File: src/sv/ddo_pkg.sv
package ddo_pkg;

  localparam int CountWidth  = 16;
  localparam int SineEntries = 1024;
  localparam int RateLimitW  = 44;
  localparam int MicrosPerSec = 1000000;

  typedef enum logic {
    CFG_LINEAR_GAIN  = 1'b0,
    CFG_ANGULAR_GAIN = 1'b1
  } cfg_idx_t;

  // Polynomial quarter-wave sine, evaluated at elaboration for ROM contents.
  function automatic logic [15:0] sine_entry(input int unsigned idx, input int unsigned entries);
    longint unsigned num, t, rem, t2, r, s, v;
    num = longint'(idx) << 16;
    t   = 0;
    rem = 0;
    // long division of idx*65536 by the table size, one bit per step
    for (int b = 31; b >= 0; b--) begin
      rem = (rem << 1) | ((num >> b) & 64'd1);
      t   = t << 1;
      if (rem >= longint'(entries)) begin
        rem = rem - longint'(entries);
        t   = t | 64'd1;
      end
    end
    t2 = (t * t) >> 16;
    r  = 42047 - ((t2 * 4640) >> 16);
    r  = 102944 - ((t2 * r) >> 16);
    s  = (t * r) >> 16;
    v  = (s * 32767 + 32768) >> 16;
    if (v > 32767) v = 32767;
    return v[15:0];
  endfunction

endpackage

File: src/sv/ddo_front.sv
module ddo_front import ddo_pkg::*; #(
  parameter int COUNT_WIDTH = CountWidth
) (
  input  logic                          clk,
  input  logic                          rst_n,
  input  logic                          in_valid,
  output logic                          in_stall,
  input  logic signed [COUNT_WIDTH-1:0] in_left_count,
  input  logic signed [COUNT_WIDTH-1:0] in_right_count,
  input  logic [31:0]                   in_stamp_us,
  output logic                          q_valid,
  input  logic                          q_take,
  output logic signed [COUNT_WIDTH:0]   q_sum,
  output logic signed [COUNT_WIDTH:0]   q_diff,
  output logic [31:0]                   q_stamp,
  output logic [31:0]                   q_dt
);
  // Two-entry queue; dt computed here since prev_stamp depends only on stamps.
  logic [1:0] vld_r, vld_nxt;
  logic       wp_r, rp_r;
  logic signed [COUNT_WIDTH:0] sum_r [2];
  logic signed [COUNT_WIDTH:0] diff_r [2];
  logic [31:0] stamp_r [2];
  logic [31:0] dt_r [2];
  logic [31:0] prev_r;

  assign in_stall = vld_r[wp_r];
  assign q_valid  = vld_r[rp_r];
  assign q_sum    = sum_r[rp_r];
  assign q_diff   = diff_r[rp_r];
  assign q_stamp  = stamp_r[rp_r];
  assign q_dt     = dt_r[rp_r];

  logic push, pop;
  assign push = in_valid && !in_stall;
  assign pop  = q_take && q_valid;

  always_comb begin
    vld_nxt = vld_r;
    if (pop) vld_nxt[rp_r] = 1'b0;
    if (push) vld_nxt[wp_r] = 1'b1;
  end

  always_ff @(posedge clk) begin
    if (!rst_n) begin
      vld_r <= '0; wp_r <= 1'b0; rp_r <= 1'b0; prev_r <= '0;
    end else begin
      vld_r <= vld_nxt;
      if (pop) rp_r <= ~rp_r;
      if (push) begin
        wp_r <= ~wp_r; prev_r <= in_stamp_us;
      end
    end
    if (push) begin
      sum_r[wp_r]   <= (COUNT_WIDTH+1)'(in_left_count) + (COUNT_WIDTH+1)'(in_right_count);
      diff_r[wp_r]  <= (COUNT_WIDTH+1)'(in_right_count) - (COUNT_WIDTH+1)'(in_left_count);
      stamp_r[wp_r] <= in_stamp_us;
      dt_r[wp_r]    <= in_stamp_us - prev_r;
    end
  end
endmodule

File: config.mk
export PLATFORM = sky130hd
export DESIGN_NAME = ddo_front
export DESIGN_NICKNAME = d
export VERILOG_FILES = /design/src/sv/ddo_pkg.sv /design/src/sv/ddo_front.sv
export SDC_FILE = /design/constraint.sdc
export NUM_CORES = 1
export LEC_CHECK = 0
export BUFFER_PORTS_ARGS = -buffer_cell sky130_fd_sc_hd__buf_4
export CAP_MARGIN = 20
export CORE_MARGIN = 2
export CORE_UTILIZATION = 39
export CTS_CLUSTER_SIZE = 16
export DETAILED_ROUTE_END_ITERATION = 10
export GPL_ROUTABILITY_DRIVEN = 0
export HOLD_SLACK_MARGIN = 0.15
export PLACE_DENSITY = 0.7
export SYNTH_ARGS = -nofsm -noshare
export SYNTH_HDL_FRONTEND = slang
export SYNTH_SLANG_ARGS = --single-unit
export TNS_END_PERCENT = 100
File: constraint.sdc
create_clock -name clk -period 8.8 [get_ports clk]
set_input_delay 1.76 -clock clk [delete_from_list [all_inputs] [get_ports clk]]
set_output_delay 1.76 -clock clk [all_outputs]
set_load 0.01 [all_outputs]
==> metrics.yaml, run 1 <==
antenna_found_initial: 0
arrival_ns: 4.73
avgViaCountPerCell: 5.07
powerDensity_mw_per_mm2: 210
yosys_most_used_dff: "edfxtp_1"
path_clk_slew_ns: 0.06
hold_depth: 2
fin_worst_skew_ns: 0.0123
place_area_mm2: 0.0132
async_flop_share_pct: 0
fin_setup_tns_ns: 0
avgSynthCellArea_um2: 12.1
fp.coreArea_mm2: 0.0289
rsz0062_at_grt: "false"
n_fill_cell: 2574
drt_wl_total_um: 25200
most-common-layout-cells: "edfxtp_1 (194), buf_4 (173), mux2_2 (98)"
drv_cap: 0
synth-edff-count: 194
synth.net_count: 1086
hold_viol: 0
grt_pass1_wl_um: 40000
grt_pass1_vias: 7624
diodes: 0
cp.depth: 12
fp.dieW_um: 176
crit_fanout: 4
hp-class: "register to register"
rrSetupSlack_ns: 5.40
synth.largest_area_cell: "edfxtp_1"
synthCells: 952
initial_core_util_pct: 39.9
ant_nets: 0
utilization_pct: 48.4
cts_inserted_buffers: 25
io_buffers: 167
r2r-end: "dt_r[0][28]"
cts_max_level: 1
cts_setup_buffers: 0
period_minus_slack_ns: 4.49
critPathKind: "primary input to register"
die_area_mm2: 0.0309
whs_endpoint: "prev_r[4]"
die_h_um: 176
wire_per_inst_um: 16.6
fmax_mhz: 223
reg2reg_depth: 10
clockBufferDepth: 3
crit_buf_inv: 2
firstDrtPassIters: 4
fin_area_mm2: 0.0140
synth.distinct_cells: 60
grt_max_degree: 77
relSlewSlack_pct: 36.3
clk-insertion-delay-late_ns: 0.51
drv_slew: 0
yosys.area.top_type_share_pct: 50.6
worst_path_dominant_cell_family: "compound AO/OA/AOI/OAI gates"
run_status: "finished clean"
syn_to_final_growth_pct: 21.3
drt_iter0_drc: 442
io_pins: 168
final_nets: 1252
finalHoldWorstSlack_ns: 0.453
worstSetupStartpoint: "in_stamp_us[0]"
total_power_uw: 2930
seq_area_frac_synth_pct: 57.0
row_count: 62
drive_above_1_share_pct: 27.9
setup_viol: 0
end_kind: "register"
cts_tree: "yes"
place_hpwl_um: 17200
grt_usage_pct: 16.2
cp.required_ns: 9.04
startpoint_type: "primary input"
ys_ff_latch: 231
root_buffer: "clkbuf_16"
syn-cell-area_mm2: 0.0115
leakagePower_uw: 0.00534
cts_hold_buf: 0
rr_startpoint: "prev_r[0]"
ys_warn_count: 0
max_stage_delay_ns: 0.48
post_cts_resized: 0
slowest_stage: "a2111oi_0"
cts.sink_count: 231
drc: 0
synth_area_leaders: "edfxtp_1 (51%), mux2_2 (9.6%), ha_1 (6.8%)"
period_share_pct: 51.0
min_from: "prev_r[4]"
globalRouteOverflowTotal: 0
vias: 7700
worst_slew_pin_slew_ns: 0.955
ir_drop_v: 0.000117
final_common_cell: "edfxtp_1"
crit_chain: "buf_4 > inv_1 > ha_1 > fa_1 > nor2b_1 > o211ai_1 > a21oi_1 > a31oi_1 > o21ai_1 > a221o_1 > mux2i_1 > a2111oi_0"
==> worst reg2reg max path, stage by stage, from the launching register on <==
cell,delay (ns)
dfxtp_1,0.31
ha_1,0.20
fa_1,0.41
nor2b_1,0.19
o211ai_1,0.13
a21oi_1,0.38
a31oi_1,0.25
o21ai_1,0.42
a221o_1,0.27
mux2i_1,0.09
a2111oi_0,0.48
==> Yosys cell counts (3+ instances only) <==
library cell,count
a2111oi_0,7
a211oi_1,3
a21o_1,11
a21oi_1,81
a31oi_1,8
and2_1,3
and3_1,8
clkbuf_1,30
dfxtp_1,37
edfxtp_1,194
fa_1,3
ha_1,63
inv_1,74
mux2_2,98
mux2i_1,4
nand2_1,90
nand2b_1,7
nand3_1,11
nand4_1,3
nor2_1,51
nor2b_1,11
nor3_1,19
o21a_1,4
o21ai_0,18
o21ai_1,3
o21bai_1,8
o31ai_1,3
o41ai_1,4
or3_1,6
xnor2_1,42
xor2_1,8
==> worst max path at each step <==
stage	to	slack, ns
2_1_floorplan	diff_r[0][0]	2.76
3_3_place_gp	dt_r[0][28]	3.97
3_5_place_dp	dt_r[0][28]	3.84
4_1_cts	q_dt[29]	4.32
5_1_grt	dt_r[1][28]	4.16
6_report	dt_r[0][28]	4.31
==> sequential cells by signal (all words and copies together) (netlist names), named ones only <==
| register | cells |
|---|---|
| dt_r | 64 |
| stamp_r | 64 |
| diff_r | 34 |
| prev_r | 32 |
| sum_r | 32 |
| vld_r | 2 |
| rp_r | 1 |
| wp_r | 1 |
==> routing by layer <==
layer / GRT usage, % / wire [um] / up-vias
li1: - / - / 3780
met1: 21.1 / 11100 / 3658
met2: 27.8 / 11900 / 225
met3: 3.31 / 1760 / 37
met4: 3.86 / 532 / 0
met5: 0 / 0 / -
==> per-stage QoR <==
step | setup slack [ns] | instances
finish | 4.31 | 1519
detailed placement | 3.84 | 1473
global placement | 3.97 | 1473
CTS | 4.32 | 1517
global route | 4.16 | 1519
floorplan | 2.76 | 952
==> area by class of cell <==
type / instances / area (um^2) / share of cell area [%]
Tap cell: 384 / 480 / 3.44
Sequential cell: 231 / 6570 / 47.0
Inverter: 75 / 282 / 2.02
Timing Repair Buffer: 175 / 1350 / 9.64
Multi-Input combinational cell: 610 / 4530 / 32.4
Clock buffer: 30 / 644 / 4.61
Clock inverter: 14 / 115 / 0.824
==> where the power goes <==
part / switching [uW] / internal, uW
clock network: 411 / 576
registers: 25.0 / 1320
logic: 330 / 267
==> kinds of logic (layout without fill, tap and decap cells) <==
group | count (synthesis) | count (layout) | synth area share [%]
DFF | 231 | 231 | 57.0
xor gates and xnor gates | 50 | 50 | 3.80
buffers and inverters | 111 | 294 | 3.80
muxes | 102 | 102 | 9.93
AOI/OAI and AO/OA | 172 | 172 | 9.36
and+or+nand+nor | 220 | 220 | 8.75
adders and majority gates | 66 | 66 | 7.36
Power figures use the tool's default switching activity.
==> run 2: changes to the inputs <==
PLACE_DENSITY = 0.68   (was 0.7)
clock period = 4.6 ns   (was 8.8 ns; I/O delays follow)
==> run 2 against run 1 <==
Effect of this change:
- hold slack improved by 0.0014 ns
- non-clock buffer count shrank 1
- final cell count is 0.33% higher
- final area increased by 0.97%
- die area did not move
- wire length shrank 1.2%
- clock power increased by 110%
- core utilization rose by 0.47 points
- sequential share of layout area shrank 0.45 points
- combinational power up 89%
- critical path depth rose by 1
==> metrics.yaml, run 2 (synthesized netlist as in run 1, its figures left out) <==
run_status: "finished clean"  # unchanged
met1_length_um: 10600  # was 11100 um
grt_pass1_wl_um: 39400  # was 40000 um
ir_drop_v: 0.000236  # was 0.000117 V
initial_core_util_pct: 39.9  # unchanged
row_count: 62  # unchanged
cts.sink_count: 231  # unchanged
rr_startpoint: "prev_r[2]"  # was prev_r[0]
fp.coreArea_mm2: 0.0289  # unchanged
worst_slew_pin_slew_ns: 0.937  # was 0.955 ns
setup_viol: 0  # unchanged
place_hpwl_um: 17200  # about the same
drive_above_1_share_pct: 28.8  # was 27.9%
io_pins: 168  # unchanged
post_cts_resized: 0  # unchanged
r2r-end: "dt_r[1][28]"  # was dt_r[0][28]
path_clk_slew_ns: 0.06  # about the same
cts_inserted_buffers: 27  # was 25
fin_worst_skew_ns: 0.0157  # was 0.0123 ns
drt_wl_total_um: 24900  # was 25200 um
io_buffers: 167  # unchanged
fp.dieW_um: 176  # unchanged
rsz0062_at_grt: "false"  # unchanged
drt_iter0_drc: 418  # was 442
end_kind: "register"  # unchanged
critPathKind: "primary input to register"  # unchanged
cts_max_level: 1  # unchanged
firstDrtPassIters: 5  # was 4
final_nets: 1253  # was 1252
powerDensity_mw_per_mm2: 413  # was 210 mW/mm^2
drc: 0  # unchanged
vias: 7724  # was 7700
fin_setup_tns_ns: 0  # unchanged
top_layer: "met5"  # was met4
period_minus_slack_ns: 3.53
drv_cap: 0  # unchanged
relSlewSlack_pct: 37.5  # was 36.3%
cts_setup_buffers: 0  # unchanged
globalRouteOverflowTotal: 0  # unchanged
root_buffer: "clkbuf_16"  # unchanged
cts_hold_buf: 0  # unchanged
clockBufferDepth: 3  # unchanged
total_power_uw: 5820  # was 2930 uW
wl_met2_um: 11900  # about the same
most-common-layout-cells: "edfxtp_1 (194), buf_4 (171), mux2_2 (98)"  # was edfxtp_1 (194), buf_4 (173), mux2_2 (98)
rrSetupSlack_ns: 1.29  # was 5.40 ns
crit_fanout: 4  # unchanged
die_area_mm2: 0.0309  # unchanged
grt_pass1_vias: 7600  # was 7624
final_common_cell: "edfxtp_1"  # unchanged
wl_met3_um: 1910  # was 1760 um
startpoint_type: "primary input"  # unchanged
finalHoldWorstSlack_ns: 0.454  # was 0.453 ns
clk-insertion-delay-late_ns: 0.53  # was 0.51 ns
avgViaCountPerCell: 5.07  # about the same
worstSetupStartpoint: "in_stamp_us[0]"  # unchanged
arrival_ns: 3.79  # was 4.73 ns
syn_to_final_growth_pct: 22.4  # was 21.3%
diodes: 0  # unchanged
endpoint: "dt_r[1][28]"  # was dt_r[0][28]
reg2reg_depth: 11  # was 10
grt_max_degree: 75  # was 77
n_fill_cell: 2626  # was 2574
fmax_mhz: 283
drv_slew: 0  # unchanged
antenna_found_initial: 1  # was 0
wire_per_inst_um: 16.4  # was 16.6 um
cp.required_ns: 4.86  # was 9.04 ns
die_h_um: 176  # unchanged
cts_tree: "yes"  # unchanged
ant_nets: 0  # unchanged
period_share_pct: 76.8
reg_top3: "dt_r x64, stamp_r x64, diff_r x34"  # unchanged
hp-class: "register to register"  # unchanged
leakagePower_uw: 0.00538  # was 0.00534 uW
grt_usage_pct: 16.0  # was 16.2%
hold_viol: 0  # unchanged
run 2: critical path, stage by stage:
cell       delay [ns]
buf_4            0.10
inv_1            0.04
ha_1             0.21
fa_1             0.42
nor2b_1          0.21
o211ai_1         0.13
a21oi_1          0.18
buf_4            0.15
a31oi_1          0.18
o21ai_1          0.38
a221o_1          0.26
mux2i_1          0.09
a2111oi_0        0.51
run 2: worst min path at each step:
stage	start	to	cells after the start
after floorplan	prev_r[10]	prev_r[10]	2
after global placement	prev_r[10]	prev_r[10]	2
after detailed placement	prev_r[20]	prev_r[20]	2
after CTS	prev_r[20]	prev_r[20]	2
after global routing	prev_r[9]	prev_r[9]	2
final	prev_r[30]	prev_r[30]	2
run 2: routing by layer:
layer	GRT usage [%]	up-vias
li1	-	3783
met1	20.0	3670
met2	27.6	230
met3	4.09	39
met4	4.27	2
met5	0	-
run 2: power breakdown:
part	switching (uW)	internal, uW
registers	57.6	2530
logic	621	513
clock network	837	1260
total	1520	4300
run 2: through the flow:
stage,worst slack [ns],cell area (um^2),std cells,util [%]
6_report,1.07,14100,1524,48.9
5_1_grt,0.833,14100,1524,48.9
4_1_cts,1.14,14100,1524,48.9
3_5_place_dp,0.597,13200,1474,45.8
3_3_place_gp,0.722,13200,1474,45.8
2_1_floorplan,0.722,11500,952,-
run 2: layout make-up:
| cell class | instances | area (um^2) | share of cell area, % |
|---|---|---|---|
| repair buffers | 174 | 1340 | 9.53 |
| multi-input cells | 610 | 4530 | 32.1 |
| inverters | 75 | 282 | 2.00 |
| well taps | 384 | 480 | 3.41 |
| flip-flops and latches | 231 | 6570 | 46.6 |
| clock inverters | 20 | 200 | 1.42 |
| clock buffers | 30 | 697 | 4.94 |
==> run 3: changes to the inputs <==
PLACE_DENSITY = 0.7   (was 0.68)
clock period = 2.9 ns   (was 4.6 ns; I/O delays follow)
==> run 3 against run 2 <==
Effect of this change:
- die area unchanged
- clock-buffer cell count decreased by 4
- sequential share of layout area decreased by 2.9 points
- power increased by 68%
- final cell count increased by 4.8%
- clock skew decreased by 0.0062 ns
- global-route usage increased by 0.66 points
- flip-flop and latch count unchanged
- highest routed layer is now met4
==> metrics.yaml, run 3 (synthesized netlist as in run 1, its figures left out) <==
run_status: "finished clean"  # unchanged
critPathKind: "register to register"  # was primary input to register
setup_slack_ns: 0.0196  # was 1.07 ns
drv_slew: 0  # unchanged
period_share_pct: 99.3
place_hpwl_um: 17900  # was 17200 um
drive_above_1_share_pct: 36.9  # was 28.8%
cts.sink_count: 231  # unchanged
crit_fanout: 2  # was 4
grt_usage_pct: 16.7  # was 16.0%
hp-class: "primary input to register"  # was register to register
total_power_uw: 9790  # was 5820 uW
startpoint_type: "register"  # was primary input
vias: 8069  # was 7724
reg_top3: "dt_r x64, stamp_r x64, diff_r x34"  # unchanged
fin_worst_skew_ns: 0.00945  # was 0.0157 ns
die_area_mm2: 0.0309  # unchanged
globalRouteOverflowTotal: 0  # unchanged
most-common-layout-cells: "buf_4 (243), edfxtp_1 (194), mux2_2 (98)"  # was edfxtp_1 (194), buf_4 (171), mux2_2 (98)
r2r-end: "dt_r[1][29]"  # was dt_r[1][28]
grt_pass1_wl_um: 41200  # was 39400 um
antenna_found_initial: 0  # was 1
period_minus_slack_ns: 2.88
io_buffers: 167  # unchanged
worst_slew_pin_slew_ns: 0.789  # was 0.937 ns
die_h_um: 176  # unchanged
drc: 0  # unchanged
drv_cap: 0  # unchanged
drt_iter0_drc: 455  # was 418
syn_to_final_growth_pct: 30.7  # was 22.4%
whs_endpoint: "stamp_r[1][23]"  # was prev_r[30]
min_from: "in_stamp_us[23]"  # was prev_r[30]
ir_drop_v: 0.000538  # was 0.000236 V
setup_viol: 0  # unchanged
rsz0062_at_grt: "true"  # was false
final_common_cell: "buf_4"  # was edfxtp_1
dp.cells: 1548  # was 1474
leakagePower_uw: 0.00583  # was 0.00538 uW
relSlewSlack_pct: 47.3  # was 37.5%
powerDensity_mw_per_mm2: 650  # was 413 mW/mm^2
fin_setup_tns_ns: 0  # unchanged
drt_wl_total_um: 26200  # was 24900 um
clockBufferDepth: 3  # unchanged
cp.required_ns: 3.16  # was 4.86 ns
avgViaCountPerCell: 5.05  # was 5.07
row_count: 62  # unchanged
fp.dieW_um: 176  # unchanged
fin_cells: 1597  # was 1524
rrSetupSlack_ns: 0.02  # was 1.29 ns
fp.coreArea_mm2: 0.0289  # unchanged
cts_max_level: 1  # unchanged
end_kind: "register"  # unchanged
cts_tree: "yes"  # unchanged
hold_viol: 0  # unchanged
arrival_ns: 3.14  # was 3.79 ns
firstDrtPassIters: 5  # unchanged
place_ws_ns: -0.516  # was 0.597 ns
path_clk_slew_ns: 0.06  # about the same
reg2reg_depth: 10  # was 11
ant_nets: 0  # unchanged
wire_per_inst_um: 16.4  # about the same
fmax_mhz: 347
initial_core_util_pct: 39.9  # unchanged
grt_pass1_vias: 8119  # was 7600
final_nets: 1327  # was 1253
diodes: 0  # unchanged
rr_startpoint: "prev_r[17]"  # was prev_r[2]
hold_depth: 1  # was 2
cts_inserted_buffers: 26  # was 27
clk-insertion-delay-late_ns: 0.53  # about the same
cts_hold_buf: 0  # unchanged
grt_max_degree: 100  # was 75
finalHoldWorstSlack_ns: 0.254  # was 0.454 ns
io_pins: 168  # unchanged
root_buffer: "clkbuf_16"  # unchanged
==> run 3: per-stage QoR <==
step	cell area (um^2)	util, %
2_1_floorplan	11600	-
3_3_place_gp	13900	48.2
3_5_place_dp	13900	48.2
4_1_cts	14900	51.6
5_1_grt	15100	52.2
6_report	15100	52.2
==> run 3: metal layers <==
layer / part of all wire (%) / vias to the layer above / GRT usage [%]
met4: 2.3 / 0 / 4.30
met1: 44 / 3860 / 22.3
met2: 47 / 239 / 27.9
met5: 0 / - / 0
li1: - / 3927 / -
met3: 6.3 / 43 / 3.07
==> run 3: worst max-delay path: stages, from the launching register on <==
cell and delay [ns]:
dfxtp_2 0.33, inv_2 0.04, ha_4 0.26, nand4_4 0.13
or4_4 0.49, a2111o_1 0.48, a31oi_4 0.23, o21ai_2 0.08
a21oi_2 0.19, mux2i_1 0.22, o2111ai_2 0.14
==> run 3: timing repair <==
action                                  CTS  global route
setup buffers                             0             1
endpoints found under the setup margin    0            26
gates resized for setup                   0            39
==> run 3: power by group <==
| part | total (uW) | switching (uW) | internal (uW) |
|---|---|---|---|
| Sequential | 4080 | 71.5 | 4010 |
| Clock | 3670 | 1390 | 2280 |
| Combinational | 2040 | 1070 | 972 |
==> run 3: how the worst max path moves through the flow <==
stage | cells after the start | from | to
2_1_floorplan | 1 | in_valid | diff_r[0][0]
3_5_place_dp | 12 | in_left_count[2] | sum_r[0][14]
4_1_cts | 10 | prev_r[11] | dt_r[1][29]
5_1_grt | 10 | prev_r[0] | dt_r[1][28]
6_report | 10 | prev_r[17] | dt_r[1][29]
3_3_place_gp | 12 | in_left_count[2] | sum_r[0][14]
==> run 3: final cells by class <==
type	instances	area [um^2]
repair buffers	249	1940
clock inverters	22	317
clock buffers	26	651
well taps	384	480
flip-flops and latches	231	6580
inverters	75	282
fillers	2445	13800
multi-input cells	610	4800
